--- config.mk ---
export PLATFORM = sky130hd
export DESIGN_NAME = derivation_path_parser
export DESIGN_NICKNAME = d
export VERILOG_FILES = /design/src/rtl/dpp_pkg.sv /design/src/rtl/dpp_front.sv /design/src/rtl/dpp_queue.sv /design/src/rtl/dpp_back.sv /design/src/rtl/derivation_path_parser.sv
export SDC_FILE = /design/constraint.sdc
export NUM_CORES = 1
export LEC_CHECK = 0
export ABC_AREA = 1
export BUFFER_PORTS_ARGS = -buffer_cell sky130_fd_sc_hd__buf_2
export CORE_ASPECT_RATIO = 0.7
export CORE_MARGIN = 3
export CORE_UTILIZATION = 40
export CTS_CLUSTER_DIAMETER = 200
export DETAILED_ROUTE_END_ITERATION = 12
export REMOVE_ABC_BUFFERS = 1
export SYNTH_ARGS = -nofsm -noshare
export SYNTH_HDL_FRONTEND = slang
export SYNTH_SLANG_ARGS = --single-unit
export TNS_END_PERCENT = 20
--- constraint.sdc ---
create_clock -name aclk -period 9.4 [get_ports aclk]
set_input_delay 1.88 -clock aclk [delete_from_list [all_inputs] [get_ports aclk]]
set_output_delay 1.88 -clock aclk [all_outputs]
set_load 0.02 [all_outputs]
--- src/rtl/dpp_pkg.sv ---
`timescale 1ns / 1ps
// ----------------------------------------------------------------------------
// dpp_pkg
// Shared types and codes for the derivation path parser: character
// classes, queue entry, result record and status codes.
// ----------------------------------------------------------------------------
package dpp_pkg;

    // character classes produced by the front end
    localparam logic [2:0] CLS_OTHER = 3'd0;
    localparam logic [2:0] CLS_DIGIT = 3'd1;
    localparam logic [2:0] CLS_APOS  = 3'd2;
    localparam logic [2:0] CLS_SLASH = 3'd3;
    localparam logic [2:0] CLS_LTR_M = 3'd4;

    // status codes of the final result
    localparam logic [2:0] ST_OK       = 3'd0;
    localparam logic [2:0] ST_SHORT    = 3'd1;
    localparam logic [2:0] ST_PREFIX   = 3'd2;
    localparam logic [2:0] ST_LONG     = 3'd3;
    localparam logic [2:0] ST_BAD_CHAR = 3'd4;
    localparam logic [2:0] ST_OVERFLOW = 3'd5;
    localparam logic [2:0] ST_TOO_MANY = 3'd6;
    localparam logic [2:0] ST_TOO_FEW  = 3'd7;

    // result kinds
    localparam logic KIND_PART   = 1'b0;
    localparam logic KIND_STATUS = 1'b1;

    // classified character held in the queue
    typedef struct packed {
        logic [2:0] cls;
        logic [3:0] digit;
        logic       last;
    } item_t;

    // one result record
    typedef struct packed {
        logic        kind;
        logic [2:0]  part;
        logic [31:0] index;
        logic [2:0]  status;
        logic [5:0]  length;
        logic        last;
    } result_t;

endpackage

--- src/rtl/dpp_front.sv ---
`timescale 1ns / 1ps
// ----------------------------------------------------------------------------
// dpp_front
// Accepts path characters and classifies each into digit, apostrophe,
// slash, letter m or other, with the digit value and end mark.
// ----------------------------------------------------------------------------
module dpp_front
    import dpp_pkg::*;
(
    input  logic       s_valid,
    output logic       s_ready,
    input  logic [7:0] s_char_code,
    input  logic       s_last_char,
    output logic       q_wr_valid,
    input  logic       q_wr_ready,
    output item_t      q_wr_data
);

    // request goes straight into the queue when it has room
    assign q_wr_valid = s_valid;
    assign s_ready    = q_wr_ready;

    // character classification
    always_comb begin
        q_wr_data.last  = s_last_char;
        q_wr_data.digit = 4'(s_char_code - 8'h30);
        if (s_char_code >= 8'h30 && s_char_code <= 8'h39) begin
            q_wr_data.cls = CLS_DIGIT;
        end else if (s_char_code == 8'h27) begin
            q_wr_data.cls = CLS_APOS;
        end else if (s_char_code == 8'h2F) begin
            q_wr_data.cls = CLS_SLASH;
        end else if (s_char_code == 8'h6D) begin
            q_wr_data.cls = CLS_LTR_M;
        end else begin
            q_wr_data.cls = CLS_OTHER;
        end
    end

endmodule

--- src/rtl/dpp_queue.sv ---
`timescale 1ns / 1ps
// ----------------------------------------------------------------------------
// dpp_queue
// Four-entry queue of classified characters between front and back end.
// ----------------------------------------------------------------------------
module dpp_queue
    import dpp_pkg::*;
(
    input  logic  aclk,
    input  logic  aresetn,
    input  logic  wr_valid,
    output logic  wr_ready,
    input  item_t wr_data,
    output logic  rd_valid,
    input  logic  rd_ready,
    output item_t rd_data
);

    localparam int DEPTH = 4;
    localparam int PW    = $clog2(DEPTH);

    item_t         slot_reg [DEPTH];
    logic [PW-1:0] wr_ptr_reg, wr_ptr_next;
    logic [PW-1:0] rd_ptr_reg, rd_ptr_next;
    logic [PW:0]   count_reg, count_next;
    logic          push, pop;

    assign wr_ready = (count_reg != (PW+1)'(DEPTH));
    assign rd_valid = (count_reg != '0);
    assign rd_data  = slot_reg[rd_ptr_reg];
    assign push     = wr_valid && wr_ready;
    assign pop      = rd_valid && rd_ready;

    // pointer and fill count
    always_comb begin
        wr_ptr_next = push ? wr_ptr_reg + 1'b1 : wr_ptr_reg;
        rd_ptr_next = pop ? rd_ptr_reg + 1'b1 : rd_ptr_reg;
        count_next  = count_reg + (PW+1)'(push) - (PW+1)'(pop);
    end

    always_ff @(posedge aclk) begin
        if (!aresetn) begin
            wr_ptr_reg <= '0;
            rd_ptr_reg <= '0;
            count_reg  <= '0;
        end else begin
            wr_ptr_reg <= wr_ptr_next;
            rd_ptr_reg <= rd_ptr_next;
            count_reg  <= count_next;
        end
    end

    // entry storage
    always_ff @(posedge aclk) begin
        if (push) begin
            slot_reg[wr_ptr_reg] <= wr_data;
        end
    end

endmodule

--- src/rtl/dpp_back.sv ---
`timescale 1ns / 1ps
// ----------------------------------------------------------------------------
// dpp_back
// Parser state machine: one classified character per cycle if results drain;
// builds part indexes, tracks the first error and drives the result register.
// ----------------------------------------------------------------------------
module dpp_back
    import dpp_pkg::*;
#(
    parameter int PATH_PARTS = 5,
    parameter int MAX_DIGITS = 10
) (
    input  logic    aclk,
    input  logic    aresetn,
    input  logic    q_rd_valid,
    output logic    q_rd_ready,
    input  item_t   q_rd_data,
    output logic    m_valid,
    input  logic    m_ready,
    output result_t m_data
);

    localparam logic [2:0] PH_M     = 3'd0;
    localparam logic [2:0] PH_SLASH = 3'd1;
    localparam logic [2:0] PH_NUM   = 3'd2;
    localparam logic [2:0] PH_HARD  = 3'd3;
    localparam logic [2:0] PH_FULL  = 3'd4;

    localparam logic [5:0] MIN_LEN  = 6'(2 * PATH_PARTS + 1);
    localparam logic [5:0] OK_LEN   = 6'(1 + 4 * PATH_PARTS);
    localparam logic [3:0] PARTS_W  = 4'(PATH_PARTS);
    localparam logic [3:0] DIGITS_W = 4'(MAX_DIGITS);

    logic [2:0]  phase_reg, phase_next;
    logic [5:0]  cc_reg, cc_next;
    logic [3:0]  dc_reg, dc_next;
    logic [30:0] acc_reg, acc_next;
    logic        ovf_reg, ovf_next;
    logic        hard_reg, hard_next;
    logic [3:0]  pd_reg, pd_next;
    logic [2:0]  err_reg, err_next;

    logic        out_valid_reg, pend_valid_reg;
    result_t     out_reg, pend_reg;

    logic        pop, slot_free;
    logic        open, close_req;
    logic [34:0] prod;
    logic        r0_v;
    result_t     r0, r1;
    logic [2:0]  st;

    assign slot_free  = !out_valid_reg || m_ready;
    assign pop        = q_rd_valid && !pend_valid_reg && slot_free;
    assign q_rd_ready = pop;
    assign m_valid    = out_valid_reg;
    assign m_data     = out_reg;

    // times ten plus digit, shift and add
    assign prod = {1'b0, acc_reg, 3'b000} + {3'b000, acc_reg, 1'b0}
                + 35'(q_rd_data.digit);

    // next parser state and the results of this character
    always_comb begin
        phase_next = phase_reg;
        cc_next    = (cc_reg != 6'd63) ? cc_reg + 6'd1 : cc_reg;
        dc_next    = dc_reg;
        acc_next   = acc_reg;
        ovf_next   = ovf_reg;
        hard_next  = hard_reg;
        pd_next    = pd_reg;
        err_next   = err_reg;
        open       = 1'b0;
        close_req  = 1'b0;
        r0_v       = 1'b0;
        r0         = '0;
        r1         = '0;
        st         = ST_OK;

        if (err_reg == ST_OK) begin
            case (phase_reg)
                PH_M: begin
                    if (q_rd_data.cls == CLS_LTR_M) phase_next = PH_SLASH;
                    else err_next = ST_PREFIX;
                end
                PH_SLASH: begin
                    if (q_rd_data.cls == CLS_SLASH) phase_next = PH_NUM;
                    else err_next = ST_PREFIX;
                end
                PH_NUM: begin
                    if (q_rd_data.cls == CLS_DIGIT) begin
                        if (dc_reg >= DIGITS_W) begin
                            err_next = ST_LONG;
                        end else begin
                            if (prod[34:31] != 4'd0) ovf_next = 1'b1;
                            acc_next = prod[30:0];
                            dc_next  = dc_reg + 4'd1;
                            open     = 1'b1;
                        end
                    end else if (q_rd_data.cls == CLS_APOS) begin
                        hard_next  = 1'b1;
                        phase_next = PH_HARD;
                        open       = 1'b1;
                    end else if (q_rd_data.cls == CLS_SLASH) begin
                        close_req = 1'b1;
                    end else begin
                        err_next = ST_BAD_CHAR;
                    end
                end
                PH_HARD: begin
                    if (q_rd_data.cls == CLS_SLASH) close_req = 1'b1;
                    else err_next = ST_BAD_CHAR;
                end
                default: begin
                    err_next = ST_TOO_MANY;
                end
            endcase
        end

        // an open part also closes at the end of the text
        if (q_rd_data.last && open) close_req = 1'b1;

        // part close
        if (close_req) begin
            if (ovf_next) begin
                err_next = ST_OVERFLOW;
            end else begin
                r0_v       = 1'b1;
                r0.kind    = KIND_PART;
                r0.part    = pd_reg[2:0];
                r0.index   = {hard_next, acc_next};
                pd_next    = pd_reg + 4'd1;
                acc_next   = '0;
                dc_next    = '0;
                ovf_next   = 1'b0;
                hard_next  = 1'b0;
                phase_next = (pd_next >= PARTS_W) ? PH_FULL : PH_NUM;
            end
        end

        // final status and return to the prefix state
        if (q_rd_data.last) begin
            if (err_next == ST_OK && phase_next != PH_FULL) err_next = ST_TOO_FEW;
            st        = (cc_next < MIN_LEN) ? ST_SHORT : err_next;
            r1.kind   = KIND_STATUS;
            r1.status = st;
            r1.length = (st == ST_OK) ? OK_LEN : 6'd0;
            r1.last   = 1'b1;
            phase_next = PH_M;
            cc_next    = '0;
            dc_next    = '0;
            acc_next   = '0;
            ovf_next   = 1'b0;
            hard_next  = 1'b0;
            pd_next    = '0;
            err_next   = ST_OK;
        end
    end

    // parser state
    always_ff @(posedge aclk) begin
        if (!aresetn) begin
            phase_reg <= PH_M;
            cc_reg    <= '0;
            dc_reg    <= '0;
            acc_reg   <= '0;
            ovf_reg   <= 1'b0;
            hard_reg  <= 1'b0;
            pd_reg    <= '0;
            err_reg   <= ST_OK;
        end else if (pop) begin
            phase_reg <= phase_next;
            cc_reg    <= cc_next;
            dc_reg    <= dc_next;
            acc_reg   <= acc_next;
            ovf_reg   <= ovf_next;
            hard_reg  <= hard_next;
            pd_reg    <= pd_next;
            err_reg   <= err_next;
        end
    end

    // result register with one pending slot for a second result
    always_ff @(posedge aclk) begin
        if (!aresetn) begin
            out_valid_reg  <= 1'b0;
            pend_valid_reg <= 1'b0;
        end else if (slot_free) begin
            if (pend_valid_reg) begin
                out_reg        <= pend_reg;
                out_valid_reg  <= 1'b1;
                pend_valid_reg <= 1'b0;
            end else if (pop && r0_v && q_rd_data.last) begin
                out_reg        <= r0;
                pend_reg       <= r1;
                out_valid_reg  <= 1'b1;
                pend_valid_reg <= 1'b1;
            end else if (pop && r0_v) begin
                out_reg       <= r0;
                out_valid_reg <= 1'b1;
            end else if (pop && q_rd_data.last) begin
                out_reg       <= r1;
                out_valid_reg <= 1'b1;
            end else begin
                out_valid_reg <= 1'b0;
            end
        end
    end

    // checks
    a_pend_behind_out: assert property (@(posedge aclk) disable iff (!aresetn)
        pend_valid_reg |-> out_valid_reg)
        else $error("pending result without a result in the output register");

    a_no_pop_pending: assert property (@(posedge aclk) disable iff (!aresetn)
        pop |-> !pend_valid_reg)
        else $error("character taken while a second result still waits");

    a_part_clean: assert property (@(posedge aclk) disable iff (!aresetn)
        (out_valid_reg && out_reg.kind == KIND_PART) |->
        (!out_reg.last && out_reg.status == ST_OK && out_reg.length == 6'd0
         && 4'(out_reg.part) < PARTS_W))
        else $error("malformed part result");

    a_ok_length: assert property (@(posedge aclk) disable iff (!aresetn)
        (out_valid_reg && out_reg.kind == KIND_STATUS) |->
        (out_reg.last && ((out_reg.status == ST_OK) == (out_reg.length == OK_LEN))))
        else $error("final status and byte count disagree");

endmodule

--- src/rtl/derivation_path_parser.sv ---
`timescale 1ns / 1ps
// ----------------------------------------------------------------------------
// derivation_path_parser
// Parses a key derivation path text one character per request and returns
// one index per completed part and a final status with the byte count.
// ----------------------------------------------------------------------------
//  channel  direction  payload
//  s_       in         char_code[7:0], last_char
//  m_       out        result_kind, part_number[2:0], index_value[31:0],
//                      status[2:0], out_length[5:0], last_result
//
//  One character per cycle through the parser state machine while the output
//  register can take a result; a character that yields both a part index and
//  the final status holds the back end until the second result moves from the
//  pending slot into the output register. A four-entry queue lets input requests
//  keep arriving meanwhile and while m_ready is low. Synchronous active-low reset, no clearing pass.
// ----------------------------------------------------------------------------
module derivation_path_parser
    import dpp_pkg::*;
#(
    parameter int PATH_PARTS = 5,
    parameter int MAX_DIGITS = 10
) (
    input  logic        aclk,
    input  logic        aresetn,
    input  logic        s_valid,
    output logic        s_ready,
    input  logic [7:0]  s_char_code,
    input  logic        s_last_char,
    output logic        m_valid,
    input  logic        m_ready,
    output logic        m_result_kind,
    output logic [2:0]  m_part_number,
    output logic [31:0] m_index_value,
    output logic [2:0]  m_status,
    output logic [5:0]  m_out_length,
    output logic        m_last_result
);

    logic    q_wr_valid, q_wr_ready, q_rd_valid, q_rd_ready;
    item_t   q_wr_data, q_rd_data;
    result_t res;

    // classify
    dpp_front u_front (
        .s_valid     (s_valid),
        .s_ready     (s_ready),
        .s_char_code (s_char_code),
        .s_last_char (s_last_char),
        .q_wr_valid  (q_wr_valid),
        .q_wr_ready  (q_wr_ready),
        .q_wr_data   (q_wr_data)
    );

    // decoupling queue
    dpp_queue u_queue (
        .aclk     (aclk),
        .aresetn  (aresetn),
        .wr_valid (q_wr_valid),
        .wr_ready (q_wr_ready),
        .wr_data  (q_wr_data),
        .rd_valid (q_rd_valid),
        .rd_ready (q_rd_ready),
        .rd_data  (q_rd_data)
    );

    // parse and emit
    dpp_back #(
        .PATH_PARTS (PATH_PARTS),
        .MAX_DIGITS (MAX_DIGITS)
    ) u_back (
        .aclk       (aclk),
        .aresetn    (aresetn),
        .q_rd_valid (q_rd_valid),
        .q_rd_ready (q_rd_ready),
        .q_rd_data  (q_rd_data),
        .m_valid    (m_valid),
        .m_ready    (m_ready),
        .m_data     (res)
    );

    assign m_result_kind = res.kind;
    assign m_part_number = res.part;
    assign m_index_value = res.index;
    assign m_status      = res.status;
    assign m_out_length  = res.length;
    assign m_last_result = res.last;

endmodule
==> results of run 1 <==
tightest hold or removal path: stages, from the launching register on:
cell and delay (ns):
dfxtp_1 0.30, inv_1 0.05, a21oi_1 0.07
kinds of logic (layout without fill, tap and decap cells):
| kind of cell | after synthesis | count (layout) | synth area share (%) |
|---|---|---|---|
| AND/OR/NAND/NOR | 523 | 523 | 25.27 |
| buffers and inverters | 183 | 240 | 8.385 |
| AO/OA/AOI/OAI | 176 | 176 | 11.45 |
| flip-flops | 141 | 141 | 40.75 |
| adder cells (fa/ha/maj) | 75 | 75 | 10.90 |
| XOR/XNOR | 30 | 30 | 2.980 |
| multiplexers | 2 | 2 | 0.2270 |
| other | 1 | 3 | 0.04252 |
synthesized netlist by cell type (7+ instances only):
master,instances
xor2_1,18
a31oi_1,7
buf_4,10
edfxtp_1,77
clkbuf_1,15
nand2_1,310
or2_2,7
a21oi_1,91
nand4_1,7
inv_2,19
or2_1,10
dfxtp_1,64
o21bai_1,8
nor3_1,14
xnor2_1,12
nor2_1,111
o21ai_0,42
inv_1,127
nand3_1,31
buf_2,9
ha_1,72
nand2_2,14
per-layer routing:
| layer | GRT usage [%] | share of wire [%] | vias up |
|---|---|---|---|
| met5 | 0 | 0 | - |
| met4 | 4.745 | 0.94 | 0 |
| met3 | 4.040 | 5.2 | 18 |
| met2 | 26.97 | 42 | 160 |
| met1 | 25.40 | 51 | 3270 |
| li1 | - | - | 3778 |
power by group:
group | total, W | switching [W] | internal [W]
combinational | 0.000618 | 0.000458 | 0.000160
clock | 0.000701 | 0.000313 | 0.000388
sequential | 0.000797 | 0.0000493 | 0.000748
total | 0.00212 | 0.000821 | 0.00130
area by class of cell:
type / count / area, um2
flip-flops and latches: 141 / 3593
well taps: 276 / 345.3
multi-input cells: 809 / 4506
repair buffers: 60 / 307.8
clock buffers: 18 / 439.2
fillers: 2103 / 11270
clock inverters: 14 / 176.4
inverters: 148 / 559.3
final timing paths:
kind                              start                     to  slack [ns]  cells after the start
setup / recovery               register      u_back.m_data[19]        3.94                     24
hold / removal    u_queue.rd_ptr_reg[1]  u_queue.rd_ptr_reg[1]        0.47                      2
setup reg to reg               register      u_back.m_data[19]        3.94                     24
hold reg to reg   u_queue.rd_ptr_reg[1]  u_queue.rd_ptr_reg[1]        0.47                      2
stage by stage:
stage | hold slack [ns] | utilization, % | setup WS [ns] | area, um2
floorplan | 0.4356 | - | 3.495 | 8646
global placement | 0.4530 | 43.93 | 4.044 | 9311
detailed placement | 0.4553 | 43.93 | 3.876 | 9311
CTS | 0.4677 | 46.84 | 3.849 | 9927
global route | 0.4866 | 46.84 | 3.300 | 9927
finish | 0.4650 | 46.84 | 3.940 | 9927
==> results by group, run 1 <==
Logic synthesis
  – Post-synth top area cell: edfxtp_1
  – Sequential share of the synthesized area: 40.75%
  – Synth Warn #: 0
  – Netlist Area Pre-Place: 0.008818 mm2
  – #FFs+latches synth: 141
  – Gate Count Post-Synth: 1,131
  – Top cell type's share of synthesized area: 26.22%
  – Ranking of synthesized cells by area: edfxtp_1, dfxtp_1, nand2_1
  – Mean Syn Cell Area: 7.797 um2
  – Number of library cell types mapped by synthesis: 54
  – Ys flop type: edfxtp_1
  – Asr flop ratio synth: 0%
  – Number of synthesized flops with an enable pin: 77

Timing
  – Clock Skew: 0.01354 ns
  – Fin. max-slew vios: 0
  – RSZ-0062 raised after global routing: no
  – Highest Clock Rate: 183.1 MHz
  – Final setup fails: 0
  – Least-Margin Pin Slew: 0.9060 ns
  – Hold Vio Cnt, Final: 0
  – Slew headroom: 39.51%
  – Fin Setup TNS: 0 ns
  – Tcrit/Tclk final: 58.09%
  – Final worst path period need: 5.460 ns

Global routing
  – Overall global routing resource usage: 17.69%
  – First-pass GRT wire length: 33.93 mm
  – Total grt overflow: 0
  – Largest net degree at the start of global routing: 58
  – Antenna violations before repair: 0
  – Number of global-route vias before repair: 6,847

Place
  – # port buffers: 57
  – Post-DP HPWL: 14.43 mm
  – Placed insts: 1,434
  – GPL Wtd Cong: 0.9303

Flow run
  – Max cap viols: 0

Clock network
  – H-Tree Depth: 4
  – Cts hold-fix bufs: 0
  – Post CTS Setup Buffer Count: 0
  – CTS tree: yes
  – Post-CTS Resized: 0
  – CTS max path bufs: 2
  – CTS Buf Count: 17
  – Clk sinks: 141
  – Clk slew on worst S/H paths: 0.07 ns
  – Clk_lat worst skew: 0.45 ns
  – Root buf cell: clkbuf_16

Power
  – Total power: 0.002117 W
  – Pwr dens: 213.2 mW/mm2
  – Leak: 4.342 nW
  – Worst vdd ir: 0.1679 mV

Status
  – Status: complete, no violations

Worst setup path
  – Crit-path leading delay family: simple AND/OR/NAND/NOR gates
  – Critical Path RT: 9.50 ns
  – Worst path bufs/invs: 4
  – Crit-path slowest cell: dfxtp_1
  – CP Launch Type: register
  – Crit path largest cell delay: 0.69 ns
  – CP max FO: 36
  – CP Cell Sequence: nand2_1 > a32o_1 > fa_1 > inv_1 > ha_1 > nand2_1 > nand2_1 > nand2_1 > o21bai_2 > nand2_1 > nand2_2 > nand2_1 > nand3_1 > nand2_1 > nor2_1 > nand2_1 > nand2_2 > nand2_2 > inv_2 > nand3_4 > nand2_1 > inv_2 > a211oi_4 > buf_4
  – Most frequent CP cell: nand2_1
  – Critical Path Sink Type: register
  – CP Class: register to register
  – Crit path DAT: 5.56 ns

Hold path
  – Hold Path Class: register to register

Floorplan
  – Initial cell density of the core: 41.61%
  – Row count: 44
  – Die Wd: 183.5 um
  – Num ports: 61
  – Core ar.: 0.02120 mm2
  – Die Y: 130.2 um
  – Die area: 0.02389 mm2

Finish
  – Non-Filler Instances: 1,466
  – Fin nets: 1,265
  – Max reg flops: 40
  – P&R area growth vs syn: 12.57%
  – Share of layout cells above drive strength 1: 13.28%
  – Commonest non-fill, non-tap cells in the layout: nand2_1, inv_1, nor2_1
  – ANT cells: 0
  – Most common cell after layout, fill and taps aside: nand2_1

Route
  – Vias per Instance: 4.929
  – Wire length per cell: 13.84 um
  – First-pass detailed-route iteration total: 5
  – Initial DRC count: 460
  – WL final: 20.29 mm
  – DRC viols: 0
  – Final ANT Viol Nets: 0
  – DR vias: 7,226
Power figures use the tool's default switching activity.
==> inputs of run 2 (changes only) <==
--- a/config.mk
+++ b/config.mk
@@ -5,7 +5,7 @@
 export SDC_FILE = /design/constraint.sdc
 export NUM_CORES = 1
 export LEC_CHECK = 0
-export ABC_AREA = 1
+export ABC_AREA = 0
 export BUFFER_PORTS_ARGS = -buffer_cell sky130_fd_sc_hd__buf_2
 export CORE_ASPECT_RATIO = 0.7
 export CORE_MARGIN = 3
==> constraint.sdc (replaced) <==
create_clock -name aclk -period 5.4 [get_ports aclk]
set_input_delay 1.08 -clock aclk [delete_from_list [all_inputs] [get_ports aclk]]
set_output_delay 1.08 -clock aclk [all_outputs]
set_load 0.02 [all_outputs]
==> run 2 against run 1 <==
Sequential power is 68% higher. Register-to-register slack worse by 3.5 ns. Synthesized cell count is 21% lower. Largest power group unchanged.
==> results by group, run 2 <==
Clock network
  – Cts hold-fix bufs: 0 (unchanged)
  – CTS Buf Count: 17 (unchanged)
  – Clk slew on worst S/H paths: 0.06 ns (about the same)
  – Post CTS Setup Buffer Count: 0 (unchanged)
  – CTS max path bufs: 2 (unchanged)
  – Clk_lat worst skew: 0.43 ns (-0.02 ns)
  – Root buf cell: clkbuf_16
  – Post-CTS Resized: 0 (unchanged)
  – H-Tree Depth: 4 (unchanged)
  – Clk sinks: 141 (unchanged)
  – CTS tree: yes

Finish
  – P&R area growth vs syn: 13.78%
  – ANT cells: 0 (unchanged)
  – Fin nets: 1,027 (-19%)
  – Fillers: 1,943 (-7.6%)
  – Sequential Area: 0.003593 mm2 (unchanged)
  – Non-Filler Instances: 1,222 (-17%)
  – Area of the multi-input gates: 0.004532 mm2 (+0.58%)
  – Commonest non-fill, non-tap cells in the layout: nand2_1, a21oi_1, edfxtp_1
  – Most common cell after layout, fill and taps aside: nand2_1
  – Max reg flops: 40 (unchanged)
  – Share of layout cells above drive strength 1: 12.92% (-0.36 points)

Global routing
  – Largest net degree at the start of global routing: 36 (-38%)
  – Antenna violations before repair: 0 (unchanged)
  – Total grt overflow: 0 (unchanged)
  – Overall global routing resource usage: 18.42% (+0.73 points)
  – Number of global-route vias before repair: 6,099 (-11%)
  – First-pass GRT wire length: 33.40 mm (-1.6%)

Timing
  – Tcrit/Tclk final: 92.46% (+34 points)
  – Hold Vio Cnt, Final: 0 (unchanged)
  – Final worst path period need: 4.993 ns (-0.4672 ns)
  – Clock Skew: 0.009825 ns (-0.003715 ns)
  – Fin. max-slew vios: 0 (unchanged)
  – RSZ-0062 raised after global routing: no
  – Least-Margin Pin Slew: 0.9645 ns (+0.05848 ns)
  – Highest Clock Rate: 200.3 MHz (+9.4%)
  – Final setup fails: 0 (unchanged)
  – Slew headroom: 35.63% (-3.9 points)

Worst setup path
  – CP max FO: 22 (-39%)
  – Crit-path slowest cell: a2111oi_0
  – Critical Path Sink Type: register
  – CP Cell Sequence: mux4_1 > inv_1 > fa_1 > inv_1 > ha_1 > a211oi_1 > o21ai_0 > nand4_1 > a2111oi_0 > o21a_1 > o22ai_1 > o31ai_1 > nand3_1 > a311oi_4 > buf_4
  – CP Launch Type: register
  – Most frequent CP cell: inv_1
  – Crit path largest cell delay: 0.75 ns (+0.06 ns)
  – CP Class: register to register
  – Crit path DAT: 5.08 ns (-0.48 ns)
  – Critical Path RT: 5.49 ns (-4.01 ns)

Hold path
  – Hold Path Class: register to register

Logic synthesis
  – Asr flop ratio synth: 0% (unchanged)
  – Gate Count Post-Synth: 888 (-21%)
  – #FFs+latches synth: 141 (unchanged)
  – Number of synthesized flops with an enable pin: 77 (unchanged)
  – Most frequent cells after synthesis: nand2_1, a21oi_1, edfxtp_1, nor2_1, ha_1
  – Post-synth top area cell: edfxtp_1
  – Ys flop type: edfxtp_1
  – Synth Warn #: 0 (unchanged)
  – Number of library cell types mapped by synthesis: 74 (+37%)
  – Sequential share of the synthesized area: 42.78% (+2.0 points)
  – Mean Syn Cell Area: 9.459 um2 (+21%)
  – Ranking of synthesized cells by area: edfxtp_1, dfxtp_1, ha_1
  – Top cell type's share of synthesized area: 27.53% (+1.3 points)
  – Top-count cell post-synth: nand2_1
  – Netlist Area Pre-Place: 0.008399 mm2 (-4.8%)

Flow run
  – Max cap viols: 0 (unchanged)

Floorplan
  – Die Wd: 179.2 um (-2.3%)
  – Row count: 43 (-2.3%)
  – Die Y: 127.2 um (-2.3%)
  – Num ports: 61 (unchanged)
  – Core ar.: 0.02023 mm2 (-4.6%)
  – Initial cell density of the core: 41.52% (-0.085 points)
  – Die area: 0.02280 mm2 (-4.6%)

Place
  – Placed insts: 1,190 (-17%)
  – # port buffers: 57 (unchanged)
  – Post-DP HPWL: 14.50 mm (+0.49%)
  – GPL Wtd Cong: 0.8732 (-6.1%)

Route
  – Vias per Instance: 5.512 (+12%)
  – WL final: 20.54 mm (+1.2%)
  – DR vias: 6,736 (-6.8%)
  – Wire length per cell: 16.81 um (+21%)
  – Final ANT Viol Nets: 0 (unchanged)
  – DRC viols: 0 (unchanged)
  – First-pass detailed-route iteration total: 5 (unchanged)
  – Initial DRC count: 468 (+1.7%)

Power
  – Pwr dens: 359.4 mW/mm2 (+69%)
  – Total power: 0.003435 W (+62%)
  – Worst vdd ir: 0.2048 mV (+22%)
  – Leak: 3.655 nW (-16%)

Status
  – Status: complete, no violations
==> run 2: cell count changes after synthesis, moves of 10 or more <==
cell	delta
nand3_1	-13
nand2_2	-14
inv_2	-19
inv_1	-96
nand2b_1	+11
a21oi_1	-13
nor2_1	-34
nand2_1	-198
clkbuf_1	+17
o21ai_0	+26
o21a_1	+11
or2_1	-10
==> run 2: worst max-delay path, delay by kind of cell (launching register included) <==
family	cells	cell delay, ns
compound gates	7	2.21
fa+ha+maj	2	0.60
mux	1	0.54
buf+inv	3	0.54
simple gates	2	0.40
flops	1	0.34
==> run 2: final timing paths <==
path	start	endpoint	slack, ns	cells past startpoint
worst min-delay path	u_back.hard_reg	u_back.hard_reg	0.47	2
worst min register to register	u_back.hard_reg	u_back.hard_reg	0.47	2
worst max-delay path	register	u_back.m_data[13]	0.41	15
worst max register to register	register	u_back.m_data[13]	0.41	15
==> run 2: cell families after synthesis <==
kind of cell | synth area share (%)
and+or+nand+nor | 17.27
AOI/OAI and AO/OA | 18.41
DFF | 42.78
adders and majority gates | 11.44
buffers and inverters | 3.635
xor gates and xnor gates | 2.711
muxes | 3.709
other | 0.04465
==> run 2: routing by layer <==
metal  share of wire (%)  up-vias  wire length (um)  GRT usage [%]
met5                   0        -                 0              0
met3                 4.6       17               954          2.614
met2                  38      161              7848          23.81
li1                    -     3376                 -              -
met4                 1.0        0               209          4.952
met1                  56     3182             11530          31.06
==> run 2: final cells by class <==
cell class                 instances  share of cell area [%]
multi-input combinational        676                   47.42
sequential                       141                   37.60
clock buffer                      17                   4.451
timing repair buffer              71                   4.085
tap                              270                   3.535
clock inverter                    15                   1.650
inverter                          32                   1.257
==> run 2: report_power, final <==
part           switching, W  total (W)  internal (W)
registers         0.0000583    0.00134       0.00128
logic              0.000620   0.000935      0.000316
clock network      0.000507    0.00116      0.000652
total               0.00119    0.00343       0.00225
==> run 2: through the flow <==
stage | instance area [um2] | hold slack [ns] | utilization, % | setup WS (ns) | setup TNS, ns
2_1_floorplan | 8222 | 0.4364 | - | -2.890 | -115.62
3_3_place_gp | 8974 | 0.4556 | 44.36 | 0.6372 | 0
3_5_place_dp | 8974 | 0.4644 | 44.36 | 0.5204 | 0
4_1_cts | 9557 | 0.4766 | 47.24 | 0.4796 | 0
5_1_grt | 9557 | 0.4942 | 47.24 | 0.07237 | 0
6_report | 9557 | 0.4713 | 47.24 | 0.4071 | 0
==> inputs of run 3 (changes only) <==
--- a/config.mk
+++ b/config.mk
@@ -10,6 +10,7 @@
 export CORE_ASPECT_RATIO = 0.7
 export CORE_MARGIN = 3
 export CORE_UTILIZATION = 40
+export CTS_BUF_LIST = sky130_fd_sc_hd__clkbuf_16
 export CTS_CLUSTER_DIAMETER = 200
 export DETAILED_ROUTE_END_ITERATION = 12
 export REMOVE_ABC_BUFFERS = 1
==> constraint.sdc (replaced) <==
create_clock -name aclk -period 5.2 [get_ports aclk]
set_input_delay 1.04 -clock aclk [delete_from_list [all_inputs] [get_ports aclk]]
set_output_delay 1.04 -clock aclk [all_outputs]
set_load 0.02 [all_outputs]
==> run 3 against run 2 <==
Critical path depth did not move. Global-route usage is 0.062 points lower. Register-to-register slack got worse by 0.05 ns. Sequential power up 4%. Critical path type unchanged. Wire length is 0.25% lower. Critical endpoint is now u_back.m_data[11]. Sequential cell count unchanged. Sequential share of layout area is essentially flat. Cell count up 0.33%.
==> results by group, run 3 (synthesis gave the netlist of run 2 again) <==
Global routing
  – Overall global routing resource usage: 18.36% (-0.062 points)
  – Antenna violations before repair: 0 (unchanged)
  – Number of global-route vias before repair: 6,101 (+0.033%)
  – Total grt overflow: 0 (unchanged)
  – Largest net degree at the start of global routing: 36 (unchanged)
  – First-pass GRT wire length: 33.09 mm (-0.91%)

Worst setup path
  – Worst path bufs/invs: 3 (unchanged)
  – Worst path depth: 15 (unchanged)
  – CP Cell Sequence: mux4_1 > inv_1 > fa_1 > inv_1 > ha_1 > a211oi_1 > o21a_1 > a2111oi_0 > o31a_1 > o21ai_0 > o21a_1 > o31ai_1 > nand3_1 > a311oi_4 > buf_4
  – Reg2reg path depth: 15 (unchanged)
  – CP Capture Point: u_back.m_data[11]
  – Flop-to-flop setup slack: 0.36 ns (-0.05 ns)
  – Crit path largest cell delay: 0.74 ns (about the same)
  – Crit-path leading delay family: compound AO/OA/AOI/OAI gates
  – Critical Path RT: 5.30 ns (-0.19 ns)
  – Reg2reg end: u_back.m_data[11]
  – CP Launch Type: register
  – Crit-path slowest cell: a2111oi_0
  – Crit path DAT: 4.94 ns (-0.14 ns)
  – CP Class: register to register
  – CP max FO: 22 (unchanged)
  – Critical Path Sink Type: register

Timing
  – RSZ-0062 raised after global routing: no
  – Highest Clock Rate: 206.5 MHz (+3.1%)
  – Clock Skew: 0.01209 ns (+0.002268 ns)
  – Least-Margin Pin Slew: 0.9644 ns (-0.00007987 ns)
  – Final setup fails: 0 (unchanged)
  – Slew headroom: 35.70% (+0.076 points)
  – Hold Vio Cnt, Final: 0 (unchanged)
  – Fin. max-slew vios: 0 (unchanged)
  – Tcrit/Tclk final: 93.14% (+0.68 points)
  – Final worst path period need: 4.843 ns (-0.1496 ns)

Place
  – # port buffers: 57 (unchanged)
  – GPL Wtd Cong: 0.9102 (+4.2%)
  – Post-DP HPWL: 14.71 mm (+1.4%)
  – Placed Area: 0.009001 mm2 (+0.31%)
  – Placed insts: 1,194 (+0.34%)

Clock network
  – CTS tree: yes
  – Clk slew on worst S/H paths: 0.07 ns (about the same)
  – Clk_lat worst skew: 0.43 ns (about the same)
  – Post CTS Setup Buffer Count: 0 (unchanged)
  – CTS max path bufs: 2 (unchanged)
  – Clk sinks: 141 (unchanged)
  – CTS Buf Count: 17 (unchanged)
  – Root buf cell: clkbuf_16
  – H-Tree Depth: 4 (unchanged)

Floorplan
  – Num ports: 61 (unchanged)
  – Row count: 43 (unchanged)
  – Die Y: 127.2 um (unchanged)
  – Die Wd: 179.2 um (unchanged)
  – Die area: 0.02280 mm2 (unchanged)
  – Core ar.: 0.02023 mm2 (unchanged)
  – Initial cell density of the core: 41.52% (unchanged)

Power
  – Pwr dens: 370.9 mW/mm2 (+3.2%)
  – Leak: 3.669 nW (+0.36%)
  – Worst vdd ir: 0.2044 mV (-0.22%)

Route
  – DR vias: 6,803 (+0.99%)
  – Final ANT Viol Nets: 0 (unchanged)
  – DRC viols: 0 (unchanged)
  – Vias per Instance: 5.549 (+0.67%)
  – First-pass detailed-route iteration total: 5 (unchanged)
  – WL final: 20.49 mm (-0.25%)
  – Initial DRC count: 603 (+29%)
  – Wire length per cell: 16.71 um (-0.58%)

Hold path
  – Hold Path Class: register to register

Finish
  – Max reg flops: 40 (unchanged)
  – Finished Cell Area: 0.009569 mm2 (+0.13%)
  – P&R area growth vs syn: 13.93%
  – Commonest non-fill, non-tap cells in the layout: nand2_1, nor2_1, a21oi_1, edfxtp_1, ha_1
  – Share of layout cells above drive strength 1: 13.08% (+0.16 points)
  – ANT cells: 0 (unchanged)
  – Non-Filler Instances: 1,226 (+0.33%)
  – Fin nets: 1,031 (+0.39%)
  – Most common cell after layout, fill and taps aside: nand2_1

Status
  – Status: complete, no violations

Flow run
  – Max cap viols: 0 (unchanged)
run 3: worst reg2reg max path: cells and delay by family, from the launching register on:
| family | cells | cell delay [ns] |
|---|---|---|
| AOI/OAI and AO/OA | 8 | 2.24 |
| adders and majority gates | 2 | 0.63 |
| muxes | 1 | 0.54 |
| buffers and inverters | 3 | 0.54 |
| DFF | 1 | 0.34 |
| and+or+nand+nor | 1 | 0.21 |
run 3: report_power, final:
part / internal (W) / total, W / leakage [nW] / switching [W]
registers: 0.00133 / 0.00139 / 1.23 / 0.0000607
logic: 0.000336 / 0.000973 / 2.17 / 0.000637
clock network: 0.000667 / 0.00118 / 0.277 / 0.000518
total: 0.00233 / 0.00355 / 3.67 / 0.00122
run 3: what timing repair did:
action                     4_1_cts  5_1_grt
hold buffers                     0        0
setup endpoints to repair        0       22
resized for setup                0        1
run 3: worst min path at each step:
stage / start / slack (ns) / cells past startpoint / endpoint
5_1_grt: u_back.hard_reg / 0.50 / 2 / u_back.hard_reg
3_3_place_gp: u_back.hard_reg / 0.45 / 2 / u_back.hard_reg
3_5_place_dp: u_back.dc_reg[3] / 0.47 / 2 / u_back.dc_reg[3]
2_1_floorplan: u_back.hard_reg / 0.44 / 2 / u_back.hard_reg
6_report: u_back.hard_reg / 0.48 / 2 / u_back.hard_reg
4_1_cts: u_back.hard_reg / 0.47 / 2 / u_back.hard_reg
run 3: layout make-up:
cell class | instances | area [um2]
timing repair buffer | 75 | 420.4
sequential | 141 | 3593
inverter | 32 | 120.1
tap | 270 | 337.8
clock inverter | 15 | 141.4
clock buffer | 17 | 425.4
fill | 1923 | 10660
multi-input combinational | 676 | 4531
run 3: metal layers:
layer  up-vias  track usage (%)  part of all wire (%)  routed length (um)
met3        26            3.506                   5.1                1048
li1       3393                -                     -                   -
met4         0            5.134                   1.6                 319
met2       187            23.49                    38                7729
met1      3197            30.49                    56               11390
met5         -                0                     0                   0
run 3: through the flow:
stage	hold WS (ns)	utilization, %	TNS, ns	power, W	setup slack, ns
6_report	0.4756	47.30	0	0.003549	0.3567
5_1_grt	0.4961	47.30	0	0.003736	0.02465
4_1_cts	0.4743	47.30	0	0.003586	0.3581
3_5_place_dp	0.4671	44.50	0	0.002390	0.3604
3_3_place_gp	0.4491	44.50	0	0.002385	0.5159
2_1_floorplan	0.4364	-	-123.62	0.002046	-3.090
